`src/rtl/mhpq_pkg.sv`:
```
// Package for the binary min-heap priority queue.
// Holds the request/status codes, entry and result types, stream field layout
// and the sequencer state type. No dependencies.
`timescale 1ns / 1ps

package mhpq_pkg;

    localparam int HEAP_DEPTH_DEF = 1024;

    // Stream layout
    localparam int S_TDATA_W = 128;
    localparam int S_TUSER_W = 2;
    localparam int M_TDATA_W = 144;  // 139 bits of fields, padded to bytes
    localparam int M_TUSER_W = 2;
    localparam int COUNT_W   = 11;

    typedef enum logic [1:0] {
        REQ_INSERT  = 2'd0,
        REQ_EXTRACT = 2'd1,
        REQ_CLEAR   = 2'd2,
        REQ_UNUSED  = 2'd3
    } mhpq_req_t;

    typedef enum logic [1:0] {
        STAT_OK    = 2'd0,
        STAT_FULL  = 2'd1,
        STAT_EMPTY = 2'd2
    } mhpq_status_t;

    typedef struct packed {
        logic [31:0]        trace;
        logic [31:0]        parent;
        logic [31:0]        item;
        logic signed [31:0] key;
    } mhpq_entry_t;

    typedef struct packed {
        mhpq_status_t       status;
        logic [COUNT_W-1:0] count;
        mhpq_entry_t        ent;
    } mhpq_result_t;

    typedef enum logic [2:0] {
        ST_IDLE,
        ST_INS_CHK,
        ST_INS_CMP,
        ST_EXT_LD,
        ST_EXT_CHK,
        ST_EXT_CMP,
        ST_RESP
    } mhpq_state_t;

endpackage

```
`src/rtl/mhpq_ctrl.sv`:
```
// Heap sequencer: entry count, sift-up for insert, sift-down for extract.
// Drives the entry store (mhpq_mem); depends on mhpq_pkg.
`timescale 1ns / 1ps

module mhpq_ctrl #(
    parameter int HEAP_DEPTH = mhpq_pkg::HEAP_DEPTH_DEF,
    parameter int AW         = $clog2(HEAP_DEPTH),
    parameter int CW         = $clog2(HEAP_DEPTH + 1)
) (
    input  logic                  aclk,
    input  logic                  aresetn,
    // request
    input  logic                  req_valid,
    output logic                  req_ready,
    input  mhpq_pkg::mhpq_req_t   req_type,
    input  mhpq_pkg::mhpq_entry_t req_ent,
    // result
    output logic                  res_valid,
    input  logic                  res_take,
    output mhpq_pkg::mhpq_result_t res,
    // entry store
    output logic                  mem_we,
    output logic [AW-1:0]         mem_waddr,
    output mhpq_pkg::mhpq_entry_t mem_wdata,
    output logic [AW-1:0]         mem_raddr_a,
    output logic [AW-1:0]         mem_raddr_b,
    input  mhpq_pkg::mhpq_entry_t mem_rdata_a,
    input  mhpq_pkg::mhpq_entry_t mem_rdata_b
);

    localparam logic [CW-1:0] DEPTH_C = CW'(HEAP_DEPTH);
    localparam logic [CW-1:0] ONE_C   = CW'(1);

    mhpq_pkg::mhpq_state_t  state_reg, state_next;
    logic [CW-1:0]          count_reg, count_next;
    logic [CW-1:0]          pos_reg, pos_next;     // 1-based heap position
    mhpq_pkg::mhpq_entry_t  ent_reg, ent_next;     // entry being sifted
    mhpq_pkg::mhpq_status_t stat_reg, stat_next;
    mhpq_pkg::mhpq_entry_t  out_reg, out_next;     // extracted root

    logic                   accept;
    logic [CW-1:0]          pos_m1;
    logic [CW-1:0]          up_pos;
    logic [CW:0]            child_pos;             // left child, one bit wider
    logic [CW:0]            count_x;
    logic                   has_right;
    logic                   pick_right;
    mhpq_pkg::mhpq_entry_t  child_ent;
    logic [CW-1:0]          child_sel;
    logic [CW+10:0]         count_wide;

    assign accept     = req_valid && (state_reg == mhpq_pkg::ST_IDLE);
    assign pos_m1     = pos_reg - ONE_C;
    assign up_pos     = pos_reg >> 1;
    assign child_pos  = {pos_reg, 1'b0};
    assign count_x    = {1'b0, count_reg};
    assign has_right  = child_pos < count_x;
    assign pick_right = has_right && (mem_rdata_b.key < mem_rdata_a.key);
    assign child_ent  = pick_right ? mem_rdata_b : mem_rdata_a;
    assign child_sel  = pick_right ? CW'(child_pos + 1'b1) : CW'(child_pos);
    assign count_wide = {11'b0, count_reg};

    always_ff @(posedge aclk) begin
        if (!aresetn) begin
            state_reg <= mhpq_pkg::ST_IDLE;
            count_reg <= '0;
        end else begin
            state_reg <= state_next;
            count_reg <= count_next;
        end
        pos_reg  <= pos_next;
        ent_reg  <= ent_next;
        stat_reg <= stat_next;
        out_reg  <= out_next;
    end

    // next state
    always_comb begin
        state_next = state_reg;
        unique case (state_reg)
            mhpq_pkg::ST_IDLE: begin
                if (accept) begin
                    unique case (req_type)
                        mhpq_pkg::REQ_INSERT:
                            state_next = (count_reg >= DEPTH_C) ? mhpq_pkg::ST_RESP
                                                                : mhpq_pkg::ST_INS_CHK;
                        mhpq_pkg::REQ_EXTRACT:
                            state_next = (count_reg == '0) ? mhpq_pkg::ST_RESP
                                                           : mhpq_pkg::ST_EXT_LD;
                        default:
                            state_next = mhpq_pkg::ST_RESP;
                    endcase
                end
            end
            mhpq_pkg::ST_INS_CHK:
                state_next = (pos_reg == ONE_C) ? mhpq_pkg::ST_RESP : mhpq_pkg::ST_INS_CMP;
            mhpq_pkg::ST_INS_CMP:
                state_next = (ent_reg.key < mem_rdata_a.key) ? mhpq_pkg::ST_INS_CHK
                                                             : mhpq_pkg::ST_RESP;
            mhpq_pkg::ST_EXT_LD:
                state_next = mhpq_pkg::ST_EXT_CHK;
            mhpq_pkg::ST_EXT_CHK:
                state_next = (child_pos > count_x) ? mhpq_pkg::ST_RESP
                                                   : mhpq_pkg::ST_EXT_CMP;
            mhpq_pkg::ST_EXT_CMP:
                state_next = (child_ent.key < ent_reg.key) ? mhpq_pkg::ST_EXT_CHK
                                                           : mhpq_pkg::ST_RESP;
            mhpq_pkg::ST_RESP:
                if (res_take) begin
                    state_next = mhpq_pkg::ST_IDLE;
                end
            default:
                state_next = mhpq_pkg::ST_IDLE;
        endcase
    end

    // datapath and store access
    always_comb begin
        count_next  = count_reg;
        pos_next    = pos_reg;
        ent_next    = ent_reg;
        stat_next   = stat_reg;
        out_next    = out_reg;
        mem_we      = 1'b0;
        mem_waddr   = pos_m1[AW-1:0];
        mem_wdata   = ent_reg;
        mem_raddr_a = '0;
        mem_raddr_b = AW'(count_reg - ONE_C);
        unique case (state_reg)
            mhpq_pkg::ST_IDLE: begin
                // root and last entry are read here for a possible extract
                if (accept) begin
                    stat_next = mhpq_pkg::STAT_OK;
                    out_next  = '0;
                    unique case (req_type)
                        mhpq_pkg::REQ_INSERT: begin
                            if (count_reg >= DEPTH_C) begin
                                stat_next = mhpq_pkg::STAT_FULL;
                            end else begin
                                count_next = count_reg + ONE_C;
                                pos_next   = count_reg + ONE_C;
                                ent_next   = req_ent;
                            end
                        end
                        mhpq_pkg::REQ_EXTRACT: begin
                            if (count_reg == '0) begin
                                stat_next = mhpq_pkg::STAT_EMPTY;
                            end else begin
                                count_next = count_reg - ONE_C;
                                pos_next   = ONE_C;
                            end
                        end
                        mhpq_pkg::REQ_CLEAR: begin
                            count_next = '0;
                        end
                        default: begin
                        end
                    endcase
                end
            end
            mhpq_pkg::ST_INS_CHK: begin
                mem_raddr_a = AW'(up_pos - ONE_C);
                if (pos_reg == ONE_C) begin
                    mem_we = 1'b1;
                end
            end
            mhpq_pkg::ST_INS_CMP: begin
                mem_we = 1'b1;
                if (ent_reg.key < mem_rdata_a.key) begin
                    mem_wdata = mem_rdata_a;   // parent moves down
                    pos_next  = up_pos;
                end
            end
            mhpq_pkg::ST_EXT_LD: begin
                out_next = mem_rdata_a;
                ent_next = mem_rdata_b;
            end
            mhpq_pkg::ST_EXT_CHK: begin
                mem_raddr_a = AW'(child_pos - 1'b1);
                mem_raddr_b = AW'(child_pos);
                if (child_pos > count_x) begin
                    mem_we = 1'b1;
                end
            end
            mhpq_pkg::ST_EXT_CMP: begin
                mem_we = 1'b1;
                if (child_ent.key < ent_reg.key) begin
                    mem_wdata = child_ent;     // child moves up
                    pos_next  = child_sel;
                end
            end
            mhpq_pkg::ST_RESP: begin
            end
            default: begin
            end
        endcase
    end

    assign req_ready   = (state_reg == mhpq_pkg::ST_IDLE);
    assign res_valid   = (state_reg == mhpq_pkg::ST_RESP);
    assign res.status  = stat_reg;
    assign res.count   = count_wide[10:0];
    assign res.ent     = out_reg;

endmodule

```
`config.mk`:
```
export PLATFORM = sky130hd
export DESIGN_NAME = mhpq_ctrl
export DESIGN_NICKNAME = d
export VERILOG_FILES = /design/src/rtl/mhpq_pkg.sv /design/src/rtl/mhpq_ctrl.sv
export SDC_FILE = /design/constraint.sdc
export NUM_CORES = 1
export LEC_CHECK = 0
export ABC_AREA = 1
export BUFFER_PORTS_ARGS = -buffer_cell sky130_fd_sc_hd__buf_2
export CAP_MARGIN = 30
export CORE_AREA = 2 2 268 270
export DETAILED_ROUTE_END_ITERATION = 8
export DIE_AREA = 0 0 270 272
export GPL_ROUTABILITY_DRIVEN = 0
export PLACE_DENSITY = 0.51
export SYNTH_ARGS = -nofsm -noshare
export SYNTH_HDL_FRONTEND = slang
export SYNTH_SLANG_ARGS = --single-unit
```
`constraint.sdc`:
```
create_clock -name aclk -period 11.4 [get_ports aclk]
set_input_delay 2.85 -clock aclk [delete_from_list [all_inputs] [get_ports aclk]]
set_output_delay 2.85 -clock aclk [all_outputs]
set_load 0.005 [all_outputs]
```
==> flow_metrics.py <==
metrics = {
    "outcome": {
        "outcome": "completed",
    },
    "synthesis": {
        "synth_top_area_share_pct": 40.0,
        "syn_area_um2": 20200,
        "synthTopCellsByCount": "792 x nand2_1, 295 x inv_1, 287 x nor2_1",
        "ys_warn_count": 0,
        "ys_types": 45,
        "synth_edf_count": 269,
        "synth_flop_cell": "edfxtp_1",
        "syn_area_per_cell_um2": 7.49,
        "synth_seq_area_share_pct": 41.4,
        "synthCells": 2698,
        "synth_top_area_cell": "edfxtp_1",
        "synth.most_common_cell": "nand2_1",
        "synth-seq-cells": 283,
        "synth_top_cells_by_area": "edfxtp_1 40%, nand2_1 15%, ha_1 7.0%, inv_1 5.5%, nor2_1 5.3%",
        "async_flop_share_pct": 0,
        "syn-num-nets": 3201,
    },
    "power": {
        "p_int_uw": 3550,
        "p_clk_share_pct": 19.8,
        "p_per_area_nw_per_um2": 258,
        "p_leak_uw": 0.0128,
        "peakVddDrop_mv": 0.151,
        "switching_share_pct": 47.0,
        "power_switching_uw": 3140,
        "power.share.sequential_pct": 27.0,
        "pwr-share-comb_pct": 53.1,
    },
    "timing": {
        "setup_viol": 0,
        "worst_slew_pin_slew_ns": 1.01,
        "relSlewSlack_pct": 32.1,
        "hold_viol": 0,
        "max_freq_mhz": 92.9,
        "min_period_ns": 10.77,
        "rsz0062_at_grt": "no",
        "fin_crit_sh_pct": 94.5,
        "fin_worst_skew_ns": 0.0199,
        "slew_viol_final": 0,
        "tns_ns": 0,
    },
    "clock_tree": {
        "cts_sinks": 283,
        "cts_buffer_depth": 3,
        "cts_buffers": 41,
        "ctsResizeCount": 0,
        "postCtsHoldBufs": 0,
        "path_clk_slew_ns": 0.06,
        "cts_root_buf": "clkbuf_16",
        "htreeDepth": 2,
        "insertion_delay_ns": 0.57,
        "cts_setup_buffers": 0,
        "cts_tree": "built",
    },
    "routing": {
        "dr.first_iter.drc_count": 1636,
        "drtAntennaViolNets": 0,
        "dr.pass1.iters": 6,
        "drc": 0,
        "wire_per_inst_um": 20.6,
        "vias": 21200,
        "viasPerCell": 4.93,
        "detail_route.wirelength_um": 88800,
    },
    "job": {
        "maxCapViolCount": 0,
    },
    "die": {
        "dieArea_um2": 73400,
        "io_pins": 692,
        "initial_core_util_pct": 28.6,
        "die_x_um": 270,
        "rows": 98,
        "core_area_um2": 70800,
        "die_y_um": 272,
    },
    "cells_and_area": {
        "drive_above_1_share_pct": 24.2,
        "fillers": 7569,
        "nNetsFinal": 3809,
        "area_growth_syn_to_layout_pct": 28.2,
        "instances_no_fill": 4307,
    },
    "worst_setup_path": {
        "crit_type": "in -> out",
        "slowest_stage": "nand3_4",
        "endpoint_kind": "output pin",
        "critPathLaunchType": "input port",
        "cp.arrival_ns": 7.92,
        "rrSetupSlack_ns": 4.96,
        "crit_path_max_incr_delay_ns": 0.46,
        "crit_top_cell": "nand2_1",
        "cp_top_family": "simple AND/OR/NAND/NOR gates",
        "cp.required_ns": 8.55,
        "timing.rr.end": "pos_reg[1]",
        "critPathBufInv": 4,
        "r2r-start": "count_reg[7]",
        "worst-r2r-cell-count": 21,
        "critPathMaxFanout": 53,
    },
    "global_routing": {
        "antenna_found_initial": 27,
        "grt_max_degree": 103,
        "grt_use_total_pct": 23.2,
        "grt_overflow": 0,
        "grt_pass1_wl_um": 131000,
        "grt_pass1_vias": 20300,
    },
    "place": {
        "dp_cells": 4212,
        "io_buffer_count": 691,
        "hpwl_um": 65300,
    },
    "min_path": {
        "hp-class": "reg -> reg",
        "hold_end": "count_reg[1]",
        "hp-start": "count_reg[1]",
        "whs_path_depth": 2,
    },
}
==> worst max-delay path by stage <==
stage,startpoint,to,slack (ns),cells past startpoint
2_1_floorplan,req_valid,ent_reg[0],2.03,6
3_3_place_gp,mem_rdata_a[3],mem_wdata[79],0.70,28
3_5_place_dp,mem_rdata_a[3],mem_wdata[79],0.70,28
4_1_cts,mem_rdata_a[3],mem_wdata[79],0.67,28
5_1_grt,mem_rdata_a[27],mem_wdata[109],0.02,28
6_report,mem_rdata_a[27],mem_wdata[79],0.63,26
==> power groups by stage <==
| stage | combinational, uW | clock [uW] | sequential [uW] |
|---|---|---|---|
| finish | 3560 | 1330 | 1810 |
| global route | 3940 | 1390 | 1840 |
| CTS | 3570 | 1360 | 1800 |
| detailed placement | 3550 | 0 | 1820 |
| global placement | 3560 | 0 | 1820 |
| floorplan | 2090 | 0 | 1810 |
==> kinds of logic (layout without fill, tap and decap cells) <==
family | count (synthesis) | after routing | synth area share [%]
flip-flops | 283 | 283 | 41.4
adder cells (fa/ha/maj) | 113 | 113 | 7.00
buffers and inverters | 457 | 1096 | 9.31
other | 0 | 20 | 0
XOR/XNOR | 23 | 23 | 0.997
AND/OR/NAND/NOR | 1248 | 1248 | 24.4
AO/OA/AOI/OAI | 574 | 574 | 16.9
==> cell usage in the layout, fill, tap and decap left out, types with 23 or more instances in the layout <==
| cell | n |
|---|---|
| buf_2 | 692 |
| o22ai_1 | 35 |
| buf_4 | 23 |
| o211ai_1 | 126 |
| ha_1 | 113 |
| o21ai_0 | 208 |
| a21oi_1 | 151 |
| nor2_1 | 286 |
| nand3_1 | 134 |
| inv_1 | 293 |
| nand2_1 | 790 |
| clkbuf_16 | 43 |
| edfxtp_1 | 269 |
==> through the flow <==
step                util [%]  total power, uW  instance area, um2  hold WS [ns]  setup WS [ns]
floorplan                  -             3900               20200         0.552           2.03
global route            36.6             7170               25900         0.646         0.0190
global placement        34.6             5380               24500         0.584          0.704
CTS                     36.5             6730               25800         0.599          0.673
detailed placement      34.6             5370               24500         0.586          0.705
finish                  36.6             6690               25900         0.596          0.631
==> per-layer routing <==
| layer | share of wire, % | GRT usage [%] | vias to the layer above | wire, um |
|---|---|---|---|---|
| met4 | 3.5 | 8.08 | 14 | 3130 |
| li1 | - | - | 10300 | - |
| met2 | 48 | 38.7 | 862 | 42200 |
| met3 | 7.4 | 4.95 | 162 | 6560 |
| met5 | 0.090 | 0 | - | 80 |
| met1 | 41 | 29.8 | 9848 | 36800 |
==> worst reg2reg max path, stage by stage, from the launching register on <==
cell and delay, ns:
dfxtp_1 0.54, inv_1 0.11, ha_1 0.32, a21oi_1 0.14
o21ai_0 0.09, nand2_1 0.07, o211ai_1 0.11, nor2_1 0.53
nand3_4 0.61, buf_4 0.43, nand2_1 0.08, o21ai_0 0.17
ha_1 0.38, nand4_1 0.12, a31oi_1 0.06, a2111oi_0 0.30
nand2_1 0.17, nand2_1 0.14, nand3_1 0.20, nand3_1 0.21
nand2_1 0.37, nor2_1 0.90
==> area by class of cell <==
type	count	area, um2	area share [%]
inverters	300	1140	4.41
multi-input cells	1958	10000	38.7
repair buffers	722	3780	14.6
well taps	950	1190	4.59
clock buffers	47	1090	4.21
flip-flops and latches	283	8360	32.3
diodes	20	50.0	0.193
clock inverters	27	273	1.05
(Power assumes the default switching activity.)
